### src/sdc_pkg.sv
package sdc_pkg;

    localparam int SERIAL_W = 17;
    localparam int YEAR_W   = 14;
    localparam int MONTH_W  = 4;
    localparam int DAY_W    = 6;
    localparam int LEN_W    = 5;
    // running day count, wide enough for the largest serial plus one month
    localparam int COUNT_W  = SERIAL_W + 1;
    // year modulo the 400-year Gregorian cycle
    localparam int YMOD_W   = 9;

    localparam logic [YEAR_W-1:0]  BASE_YEAR  = YEAR_W'(1900);
    localparam logic [YMOD_W-1:0]  BASE_YMOD  = YMOD_W'(300);
    localparam logic [YMOD_W-1:0]  YMOD_LAST  = YMOD_W'(399);
    localparam logic [COUNT_W-1:0] CYCLE_LEN  = COUNT_W'(400);
    localparam logic [YEAR_W-1:0]  YEAR_LAST  = '1;
    localparam logic [MONTH_W-1:0] MONTH_JAN  = MONTH_W'(1);
    localparam logic [MONTH_W-1:0] MONTH_DEC  = MONTH_W'(12);
    localparam logic [DAY_W-1:0]   DAY_MAX    = DAY_W'(31);

    localparam logic [LEN_W-1:0] LEN_COMMON [13] =
        '{5'd0, 5'd31, 5'd28, 5'd31, 5'd30, 5'd31, 5'd30,
          5'd31, 5'd31, 5'd30, 5'd31, 5'd30, 5'd31};
    localparam logic [LEN_W-1:0] LEN_LEAP [13] =
        '{5'd1, 5'd31, 5'd29, 5'd31, 5'd30, 5'd31, 5'd30,
          5'd31, 5'd31, 5'd30, 5'd31, 5'd30, 5'd31};

    // datapath operations selected by the control word
    typedef enum logic [2:0] {
        OP_NOP,
        OP_S_INIT,
        OP_MONTH,
        OP_FIN_DAY,
        OP_SUB400,
        OP_SET_YMOD,
        OP_NORM,
        OP_EMIT
    } op_t;

    typedef struct packed {
        logic busy;
        op_t  op;
    } ctrl_t;

    typedef struct packed {
        logic ser_zero;
        logic cnt_ge_ser;
        logic more;
        logic cnt_lt_cycle;
        logic out_full;
    } status_t;

    // leap rule on the year modulo 400
    function automatic logic is_leap(input logic [YMOD_W-1:0] ymod);
        logic leap;
        leap = (ymod[1:0] == 2'b00) && (ymod != YMOD_W'(100))
            && (ymod != YMOD_W'(200)) && (ymod != YMOD_W'(300));
        return leap;
    endfunction

    function automatic logic [LEN_W-1:0] month_len(input logic leap,
                                                   input logic [MONTH_W-1:0] m);
        logic [LEN_W-1:0] len;
        if (m > MONTH_DEC)
            len = '0;
        else if (leap)
            len = LEN_LEAP[m];
        else
            len = LEN_COMMON[m];
        return len;
    endfunction

endpackage

### src/sdc_if.sv
interface sdc_in_if import sdc_pkg::*; ();
    logic                valid;
    logic                ready;
    logic [SERIAL_W-1:0] serial_day;
    logic [YEAR_W-1:0]   year_in;
    logic [MONTH_W-1:0]  month_in;
    logic [DAY_W-1:0]    day_in;

    modport source (output valid, serial_day, year_in, month_in, day_in, input ready);
    modport sink   (input valid, serial_day, year_in, month_in, day_in, output ready);
endinterface

interface sdc_out_if import sdc_pkg::*; ();
    logic               valid;
    logic               ready;
    logic               date_valid;
    logic [YEAR_W-1:0]  year_out;
    logic [MONTH_W-1:0] month_out;
    logic [DAY_W-1:0]   day_out;

    modport source (output valid, date_valid, year_out, month_out, day_out, input ready);
    modport sink   (input valid, date_valid, year_out, month_out, day_out, output ready);
endinterface

### src/sdc_seq.sv
module sdc_seq import sdc_pkg::*; (
    input  logic    clk,
    input  logic    rst_n,
    input  logic    start,
    input  status_t status,
    output ctrl_t   ctrl
);

    localparam int PC_W = 4;

    typedef enum logic [2:0] {
        COND_NEXT,
        COND_ALWAYS,
        COND_SER_ZERO,
        COND_CNT_GE_SER,
        COND_MORE,
        COND_CNT_LT_CYCLE,
        COND_END
    } cond_t;

    typedef struct packed {
        op_t             op;
        cond_t           cond;
        logic [PC_W-1:0] target;
    } ucode_t;

    localparam logic [PC_W-1:0] ST_S_WALK = 4'd3;
    localparam logic [PC_W-1:0] ST_S_FIN  = 4'd4;
    localparam logic [PC_W-1:0] ST_D_TEST = 4'd5;
    localparam logic [PC_W-1:0] ST_D_MOD  = 4'd7;
    localparam logic [PC_W-1:0] ST_EMIT   = 4'd9;

    // microprogram
    localparam ucode_t ROM [16] = '{
        '{OP_NOP,      COND_SER_ZERO,     ST_D_TEST},  // dispatch on mode
        '{OP_S_INIT,   COND_NEXT,         '0},         // january 1900
        '{OP_NOP,      COND_CNT_GE_SER,   ST_S_FIN},   // nothing to walk
        '{OP_MONTH,    COND_MORE,         ST_S_WALK},  // one month a cycle
        '{OP_FIN_DAY,  COND_ALWAYS,       ST_EMIT},
        '{OP_NOP,      COND_CNT_LT_CYCLE, ST_D_MOD},   // year mod 400
        '{OP_SUB400,   COND_ALWAYS,       ST_D_TEST},
        '{OP_SET_YMOD, COND_NEXT,         '0},
        '{OP_NORM,     COND_NEXT,         '0},         // day and month roll
        '{OP_EMIT,     COND_END,          '0},
        '{OP_NOP,      COND_END,          '0},
        '{OP_NOP,      COND_END,          '0},
        '{OP_NOP,      COND_END,          '0},
        '{OP_NOP,      COND_END,          '0},
        '{OP_NOP,      COND_END,          '0},
        '{OP_NOP,      COND_END,          '0}
    };

    logic [PC_W-1:0] pc_reg, pc_next;
    logic            busy_reg, busy_next;
    ucode_t          word;
    logic            hold;
    logic            jump;

    always_comb
    begin
        word = ROM[pc_reg];
        hold = (word.op == OP_EMIT) && status.out_full;
        unique case (word.cond)
            COND_NEXT:         jump = 1'b0;
            COND_ALWAYS:       jump = 1'b1;
            COND_SER_ZERO:     jump = status.ser_zero;
            COND_CNT_GE_SER:   jump = status.cnt_ge_ser;
            COND_MORE:         jump = status.more;
            COND_CNT_LT_CYCLE: jump = status.cnt_lt_cycle;
            COND_END:          jump = 1'b0;
            default:           jump = 1'b0;
        endcase

        pc_next   = pc_reg;
        busy_next = busy_reg;
        if (start)
        begin
            pc_next   = '0;
            busy_next = 1'b1;
        end
        else if (busy_reg && !hold)
        begin
            if (word.cond == COND_END)
            begin
                pc_next   = '0;
                busy_next = 1'b0;
            end
            else if (jump)
                pc_next = word.target;
            else
                pc_next = pc_reg + 1'b1;
        end

        ctrl.busy = busy_reg;
        ctrl.op   = busy_reg ? word.op : OP_NOP;
    end

    always_ff @(posedge clk or negedge rst_n)
    begin
        if (!rst_n)
        begin
            pc_reg   <= '0;
            busy_reg <= 1'b0;
        end
        else
        begin
            pc_reg   <= pc_next;
            busy_reg <= busy_next;
        end
    end

endmodule

### src/serial_day_to_calendar_date.sv
// Converts a spreadsheet serial day to a calendar date, or normalizes a given
// day/month/year when serial_day is 0, and flags whether the result is a valid
// date. One item is worked on at a time by a small microcoded sequencer; the
// input is ready whenever the sequencer is idle, also while a result still
// waits in the output register. Serial mode walks month by month from January
// 1900, one month per cycle. Serials before March 1900 come out one day early,
// and serial 1 yields day 0, month 0, year 1900 (flagged invalid). Direct mode
// first reduces the year modulo 400 by repeated subtraction, with a test state
// and a subtract state per step. A day past the month's end rolls to day 1 of
// the next month and a month past 12 rolls to January of the next year (the
// year wraps at 14 bits). On an invalid result the computed fields are still
// output.
module serial_day_to_calendar_date import sdc_pkg::*; (
    input logic       clk,
    input logic       rst_n,
    sdc_in_if.sink    din,
    sdc_out_if.source dout
);

    ctrl_t   ctrl;
    status_t status;

    // working registers
    logic [SERIAL_W-1:0] serial_reg, serial_next;
    logic [YEAR_W-1:0]   year_reg,   year_next;
    logic [YMOD_W-1:0]   ymod_reg,   ymod_next;
    logic [MONTH_W-1:0]  month_reg,  month_next;
    logic [DAY_W-1:0]    day_reg,    day_next;
    logic [COUNT_W-1:0]  count_reg,  count_next;

    // output register
    logic                out_valid_reg, out_valid_next;
    logic                date_valid_reg, date_valid_next;
    logic [YEAR_W-1:0]   year_out_reg,  year_out_next;
    logic [MONTH_W-1:0]  month_out_reg, month_out_next;
    logic [DAY_W-1:0]    day_out_reg,   day_out_next;

    logic                accept;
    logic                emit;
    logic                leap;
    logic [LEN_W-1:0]    len_cur;
    logic [COUNT_W-1:0]  serial_ext;
    logic [YEAR_W-1:0]   year_inc;
    logic [YMOD_W-1:0]   ymod_inc;
    // month walk
    logic [MONTH_W-1:0]  walk_month;
    logic [LEN_W-1:0]    walk_len;
    logic [COUNT_W-1:0]  walk_count;
    logic                walk_more;
    // direct-mode roll
    logic                roll_day;
    logic [MONTH_W:0]    roll_month;
    logic                check_ok;

    assign accept = din.valid && din.ready;
    assign emit   = (ctrl.op == OP_EMIT) && !status.out_full;

    sdc_seq u_seq (
        .clk    (clk),
        .rst_n  (rst_n),
        .start  (accept),
        .status (status),
        .ctrl   (ctrl)
    );

    always_comb
    begin
        leap       = is_leap(ymod_reg);
        len_cur    = month_len(leap, month_reg);
        serial_ext = {1'b0, serial_reg};

        // year step, keeping the 400-year phase in line; a 14-bit wrap lands on 0
        year_inc = year_reg + 1'b1;
        if (year_reg == YEAR_LAST || ymod_reg == YMOD_LAST)
            ymod_inc = '0;
        else
            ymod_inc = ymod_reg + 1'b1;

        // one month of the serial walk
        walk_month = (month_reg == MONTH_DEC) ? MONTH_JAN : month_reg + 1'b1;
        walk_len   = month_len(leap, walk_month);
        walk_count = count_reg + COUNT_W'(walk_len);
        walk_more  = walk_count < serial_ext;

        roll_day   = day_reg > DAY_W'(len_cur);
        roll_month = roll_day ? {1'b0, month_reg} + 1'b1 : {1'b0, month_reg};

        check_ok = (day_reg <= DAY_W'(len_cur)) && (day_reg != '0) && (day_reg <= DAY_MAX)
            && (month_reg >= MONTH_JAN) && (month_reg <= MONTH_DEC);

        status.ser_zero     = (serial_reg == '0);
        status.cnt_ge_ser   = count_reg >= serial_ext;
        status.more         = walk_more;
        status.cnt_lt_cycle = count_reg < CYCLE_LEN;
        status.out_full     = out_valid_reg && !dout.ready;
    end

    // datapath driven by the control word
    always_comb
    begin
        serial_next = serial_reg;
        year_next   = year_reg;
        ymod_next   = ymod_reg;
        month_next  = month_reg;
        day_next    = day_reg;
        count_next  = count_reg;

        if (accept)
        begin
            serial_next = din.serial_day;
            year_next   = din.year_in;
            month_next  = din.month_in;
            day_next    = din.day_in;
            count_next  = COUNT_W'(din.year_in);
        end
        else
        begin
            unique case (ctrl.op)
                OP_NOP, OP_EMIT: ;
                OP_S_INIT:
                begin
                    count_next = COUNT_W'(1);
                    year_next  = BASE_YEAR;
                    ymod_next  = BASE_YMOD;
                    month_next = '0;
                end
                OP_MONTH:
                begin
                    month_next = walk_month;
                    count_next = walk_count;
                    // december closed and still short of the serial: next year
                    if (walk_month == MONTH_DEC && walk_more)
                    begin
                        year_next = year_inc;
                        ymod_next = ymod_inc;
                    end
                end
                OP_FIN_DAY:
                    day_next = DAY_W'(serial_ext - count_reg + COUNT_W'(len_cur));
                OP_SUB400:
                    count_next = count_reg - CYCLE_LEN;
                OP_SET_YMOD:
                    ymod_next = count_reg[YMOD_W-1:0];
                OP_NORM:
                begin
                    if (roll_day)
                        day_next = DAY_W'(1);
                    if (roll_month > (MONTH_W + 1)'(MONTH_DEC))
                    begin
                        month_next = MONTH_JAN;
                        year_next  = year_inc;
                        ymod_next  = ymod_inc;
                    end
                    else
                        month_next = roll_month[MONTH_W-1:0];
                end
                default: ;
            endcase
        end
    end

    always_comb
    begin
        date_valid_next = date_valid_reg;
        year_out_next   = year_out_reg;
        month_out_next  = month_out_reg;
        day_out_next    = day_out_reg;
        out_valid_next  = out_valid_reg;
        if (emit)
        begin
            date_valid_next = check_ok;
            year_out_next   = year_reg;
            month_out_next  = month_reg;
            day_out_next    = day_reg;
            out_valid_next  = 1'b1;
        end
        else if (dout.ready)
            out_valid_next = 1'b0;
    end

    always_ff @(posedge clk)
    begin
        serial_reg     <= serial_next;
        year_reg       <= year_next;
        ymod_reg       <= ymod_next;
        month_reg      <= month_next;
        day_reg        <= day_next;
        count_reg      <= count_next;
        date_valid_reg <= date_valid_next;
        year_out_reg   <= year_out_next;
        month_out_reg  <= month_out_next;
        day_out_reg    <= day_out_next;
    end

    always_ff @(posedge clk or negedge rst_n)
    begin
        if (!rst_n)
            out_valid_reg <= 1'b0;
        else
            out_valid_reg <= out_valid_next;
    end

    assign din.ready       = !ctrl.busy;
    assign dout.valid      = out_valid_reg;
    assign dout.date_valid = date_valid_reg;
    assign dout.year_out   = year_out_reg;
    assign dout.month_out  = month_out_reg;
    assign dout.day_out    = day_out_reg;

`ifndef SYNTHESIS
    // the walk always leaves a real month behind it
    a_walk_month: assert property (@(posedge clk) disable iff (!rst_n)
        ctrl.op == OP_MONTH |=> (month_reg >= MONTH_JAN) && (month_reg <= MONTH_DEC))
        else $error("month walk left month out of range");

    // the walk stops only once the serial is reached
    a_walk_stop: assert property (@(posedge clk) disable iff (!rst_n)
        ctrl.op == OP_FIN_DAY |-> count_reg >= serial_ext)
        else $error("month walk stopped short of the serial");

    // the 400-year phase is reduced before any result is formed
    a_ymod_range: assert property (@(posedge clk) disable iff (!rst_n)
        ctrl.op == OP_EMIT |-> ymod_reg <= YMOD_LAST)
        else $error("year phase out of range at result");

    // a result appears only from the emit step
    a_emit_src: assert property (@(posedge clk) disable iff (!rst_n)
        $rose(dout.valid) |-> $past(ctrl.op == OP_EMIT))
        else $error("result raised outside the emit step");
`endif

endmodule

### src/flat_wrapper.sv
// flat-port wrapper written by rule: the top's interface ports become plain ports
module serial_day_to_calendar_date_flat import sdc_pkg::*;
  (clk, rst_n, din_valid, din_serial_day, din_year_in, din_month_in, din_day_in, din_ready, dout_valid, dout_date_valid, dout_year_out, dout_month_out, dout_day_out, dout_ready);
  sdc_in_if din_i ();
  sdc_out_if dout_i ();
  input logic clk;
  input logic rst_n;
  input wire logic [$bits(din_i.valid)-1:0] din_valid;
  input wire logic [$bits(din_i.serial_day)-1:0] din_serial_day;
  input wire logic [$bits(din_i.year_in)-1:0] din_year_in;
  input wire logic [$bits(din_i.month_in)-1:0] din_month_in;
  input wire logic [$bits(din_i.day_in)-1:0] din_day_in;
  output wire logic [$bits(din_i.ready)-1:0] din_ready;
  output wire logic [$bits(dout_i.valid)-1:0] dout_valid;
  output wire logic [$bits(dout_i.date_valid)-1:0] dout_date_valid;
  output wire logic [$bits(dout_i.year_out)-1:0] dout_year_out;
  output wire logic [$bits(dout_i.month_out)-1:0] dout_month_out;
  output wire logic [$bits(dout_i.day_out)-1:0] dout_day_out;
  input wire logic [$bits(dout_i.ready)-1:0] dout_ready;
  assign din_i.valid = din_valid;
  assign din_i.serial_day = din_serial_day;
  assign din_i.year_in = din_year_in;
  assign din_i.month_in = din_month_in;
  assign din_i.day_in = din_day_in;
  assign din_ready = din_i.ready;
  assign dout_valid = dout_i.valid;
  assign dout_date_valid = dout_i.date_valid;
  assign dout_year_out = dout_i.year_out;
  assign dout_month_out = dout_i.month_out;
  assign dout_day_out = dout_i.day_out;
  assign dout_i.ready = dout_ready;
  serial_day_to_calendar_date u_core (.clk(clk), .rst_n(rst_n), .din(din_i), .dout(dout_i));
endmodule
### config.mk
export PLATFORM = sky130hd
export DESIGN_NAME = serial_day_to_calendar_date_flat
export DESIGN_NICKNAME = d
export VERILOG_FILES = /design/src/sdc_pkg.sv /design/src/sdc_if.sv /design/src/sdc_seq.sv /design/src/serial_day_to_calendar_date.sv /design/src/flat_wrapper.sv
export SDC_FILE = /design/constraint.sdc
export NUM_CORES = 1
export LEC_CHECK = 0
export ABC_AREA = 1
export BUFFER_PORTS_ARGS = -buffer_cell sky130_fd_sc_hd__buf_2
export CORE_MARGIN = 2
export CORE_UTILIZATION = 35
export CTS_CLUSTER_SIZE = 28
export DETAILED_ROUTE_END_ITERATION = 12
export PLACE_DENSITY = 0.55
export SYNTH_ARGS = -nofsm -noshare
export SYNTH_HDL_FRONTEND = slang
export SYNTH_SLANG_ARGS = --single-unit
### constraint.sdc
create_clock -name clk -period 5.8 [get_ports clk]
set_clock_uncertainty 0.1 [all_clocks]
set_input_delay 1.16 -clock clk [delete_from_list [all_inputs] [get_ports clk]]
set_output_delay 1.16 -clock clk [all_outputs]
set_load 0.005 [all_outputs]
==> summary.txt <==
Most frequent cells in the layout = nand2_1, inv_1, edfxtp_1, buf_2, ha_1
Commonest non-fill, non-tap cell in the layout = nand2_1
Depth of the most critical reg-to-reg path = 34
Post-Syn Nets = 983
Final setup TNS = 0 ns
Largest net degree at the start of global routing = 48
Final HPWL DP = 14300 µm
Worst-Skew Late Latency = 0.36 ns
Max-slew violation count = 0
Post-synth EDFFs = 89
Detail Route Antenna Nets = 0
Worst slew margin = 31.6%
Startpoint Class = flip-flop
CP Class = reg -> reg
CTS tree = built
Hold endpoint = u_core.dout.year_out[4]$_DFFE_PP_
DRC viols = 0
First-pass GRT wire length = 29000 µm
Chip Width = 147 µm
Fin cells = 1218
Status = finished, final reports clean
Clock sink count = 99
Fraction of registers with async set/reset = 6.06%
Flops & latches, synth = 99
Fin util = 40.4%
Antenna violations before repair = 0
Post-CTS Resized = 0
# port buffers = 71
DP Worst Slack = 0.577 ns
Reg2Reg Setup Slack = 0.63 ns
CP top delay family = simple AND/OR/NAND/NOR gates
Placed cells = 1200
Hold_sp = u_core.year_reg[4]$_DFFE_PP_
Syn Area/Cell = 8.29 µm²
Max_cap viols = 0
H-tree depth = 3
Critical Path End Type = flip-flop
FF-to-FF End = u_core.year_reg[6]$_DFFE_PP_
Sequential-to-total area share from yosys stat = 40.4%
Post-Route WL = 18100 µm
RSZ-0062 raised after global routing = false
Final setup vio count = 0
Yosys cell types = 54
Die Ht = 147 µm
Clock Path Buffers = 2
I/O pin count = 72
FP Rows = 52
Max incr delay on CP = 0.44 ns
GP Congestion = 0.876
CTS root buffer = clkbuf_16
Min cycle time layout = 5.17 ns
Setup ws final = 0.626 ns
Synthesized area = 7180 µm²
Hold-fix buffers, CTS = 0
Vias in the first global route = 5653
Clock-pin slew on the worst setup and hold paths = 0.07 ns
Worst Path Required = 5.75 ns
Largest register FFs = 18
Initial Utilization = 35.6%
GRT Residual Overflow = 0
Worst-margin pin slew = 1.02 ns
Num CTS Buffers = 9
Antenna cells = 0
Area Overhead vs Synth = 13.6%
Synth warnings = 0
Critical path fanouts, max = 14
Core area = 20200 µm²
Top_reg_cell synth = edfxtp_1
Worst EP arrival = 5.13 ns
Fmax = 0.193 GHz
HP Class = reg -> reg
CP most frequent cell = nand2_1
DIE AREA = 21700 µm²
Final cycle utilization of the critical path = 89.2%
Buf/Inv on CP = 4
Hold path depth = 0
DRT Pass-1 Iters = 7
Nets = 1060
WL/cell = 14.9 µm
Initial DRC count = 424
Final Hold Vio Count = 0
Via-to-Cell Ratio = 4.89
Mapped Cells = 866
Via count = 5962
Share of cells above drive strength 1 = 12.8%
FF-to-FF Start = u_core.month_reg[0]$_DFFE_PP_
Critical-path cell with the highest stage delay = edfxtp_1
GRT Util Overall = 17.2%
==> metrics by stage <==
| stage | hold WS (ns) | cell area, µm² |
|---|---|---|
| final | 0.378 | 8160 |
| after detailed placement | 0.361 | 7860 |
| after floorplan | 0.321 | 7180 |
| after global placement | 0.349 | 7860 |
| after global routing | 0.390 | 8160 |
| after CTS | 0.379 | 8140 |
==> worst max-delay path by stage <==
stage	start	to	slack (ns)	cells past startpoint
floorplan	u_core.month_reg[0]$_DFFE_PP_	u_core.year_reg[0]$_DFFE_PP_	0.74	33
global placement	u_core.month_reg[0]$_DFFE_PP_	u_core.year_reg[9]$_DFFE_PP_	0.72	34
detailed placement	u_core.month_reg[0]$_DFFE_PP_	u_core.year_reg[9]$_DFFE_PP_	0.58	34
CTS	u_core.month_reg[0]$_DFFE_PP_	u_core.year_reg[10]$_DFFE_PP_	0.53	34
global route	u_core.month_reg[1]$_DFFE_PP_	u_core.year_reg[10]$_DFFE_PP_	0.02	34
finish	u_core.month_reg[0]$_DFFE_PP_	u_core.year_reg[6]$_DFFE_PP_	0.63	34
==> worst register-to-register path: cells and delay by family (launching register included) <==
kind / cells / cell delay, ns
buffers and inverters: 4 / 0.56
AND/OR/NAND/NOR: 22 / 1.95
XOR/XNOR: 1 / 0.24
adder cells (fa/ha/maj): 4 / 1.08
AO/OA/AOI/OAI: 3 / 0.48
flip-flops: 1 / 0.44
==> routing by layer <==
layer	part of all wire, %	global-route usage (%)	wire length [µm]
met1	47	22.5	8570
met3	2.8	2.11	511
met5	0	0	0
met4	2.0	6.39	367
met2	48	29.0	8700
==> area by class of cell <==
type,count,area [µm²]
fill,2104,12000
multi-input combinational,598,3640
sequential,99,2900
inverter,157,594
timing repair buffer,78,408
tap,270,338
clock buffer,10,229
clock inverter,6,50.0
==> cell families (layout without fill, tap and decap cells) <==
| logic type | count (synthesis) | after routing | share of synthesized area, % |
|---|---|---|---|
| AND/OR/NAND/NOR | 367 | 367 | 22.7 |
| XOR/XNOR | 35 | 35 | 4.27 |
| buffers and inverters | 169 | 251 | 8.98 |
| adder cells (fa/ha/maj) | 72 | 72 | 13.2 |
| flip-flops | 99 | 99 | 40.4 |
| AO/OA/AOI/OAI | 124 | 124 | 10.4 |
==> timing repair <==
action	in CTS	in global routing
endpoints found under the hold margin	0	0
setup buffers	0	2
setup endpoints to repair	0	23
==> cell usage after synthesis (4+ instances only) <==
| cell type | instances | area share, % |
|---|---|---|
| a21o_1 | 4 | 0.42 |
| a21oi_1 | 28 | 2.0 |
| a31oi_1 | 7 | 0.61 |
| buf_2 | 4 | 0.28 |
| clkbuf_1 | 6 | 0.31 |
| dfrtp_1 | 6 | 2.1 |
| dfxtp_1 | 4 | 1.1 |
| edfxtp_1 | 89 | 37 |
| fa_1 | 6 | 1.7 |
| ha_1 | 66 | 12 |
| inv_1 | 152 | 7.9 |
| nand2_1 | 201 | 11 |
| nand3_1 | 44 | 3.1 |
| nand4_1 | 22 | 1.9 |
| nor2_1 | 57 | 3.0 |
| nor3_1 | 22 | 1.5 |
| o211ai_1 | 7 | 0.73 |
| o21ai_0 | 43 | 3.0 |
| o22ai_1 | 15 | 1.3 |
| xnor2_1 | 7 | 0.85 |
| xor2_1 | 28 | 3.4 |
Power is left out: the tool's default activity adds up to more than one toggle a clock period on the data nets, which glitch-free logic cannot reach.
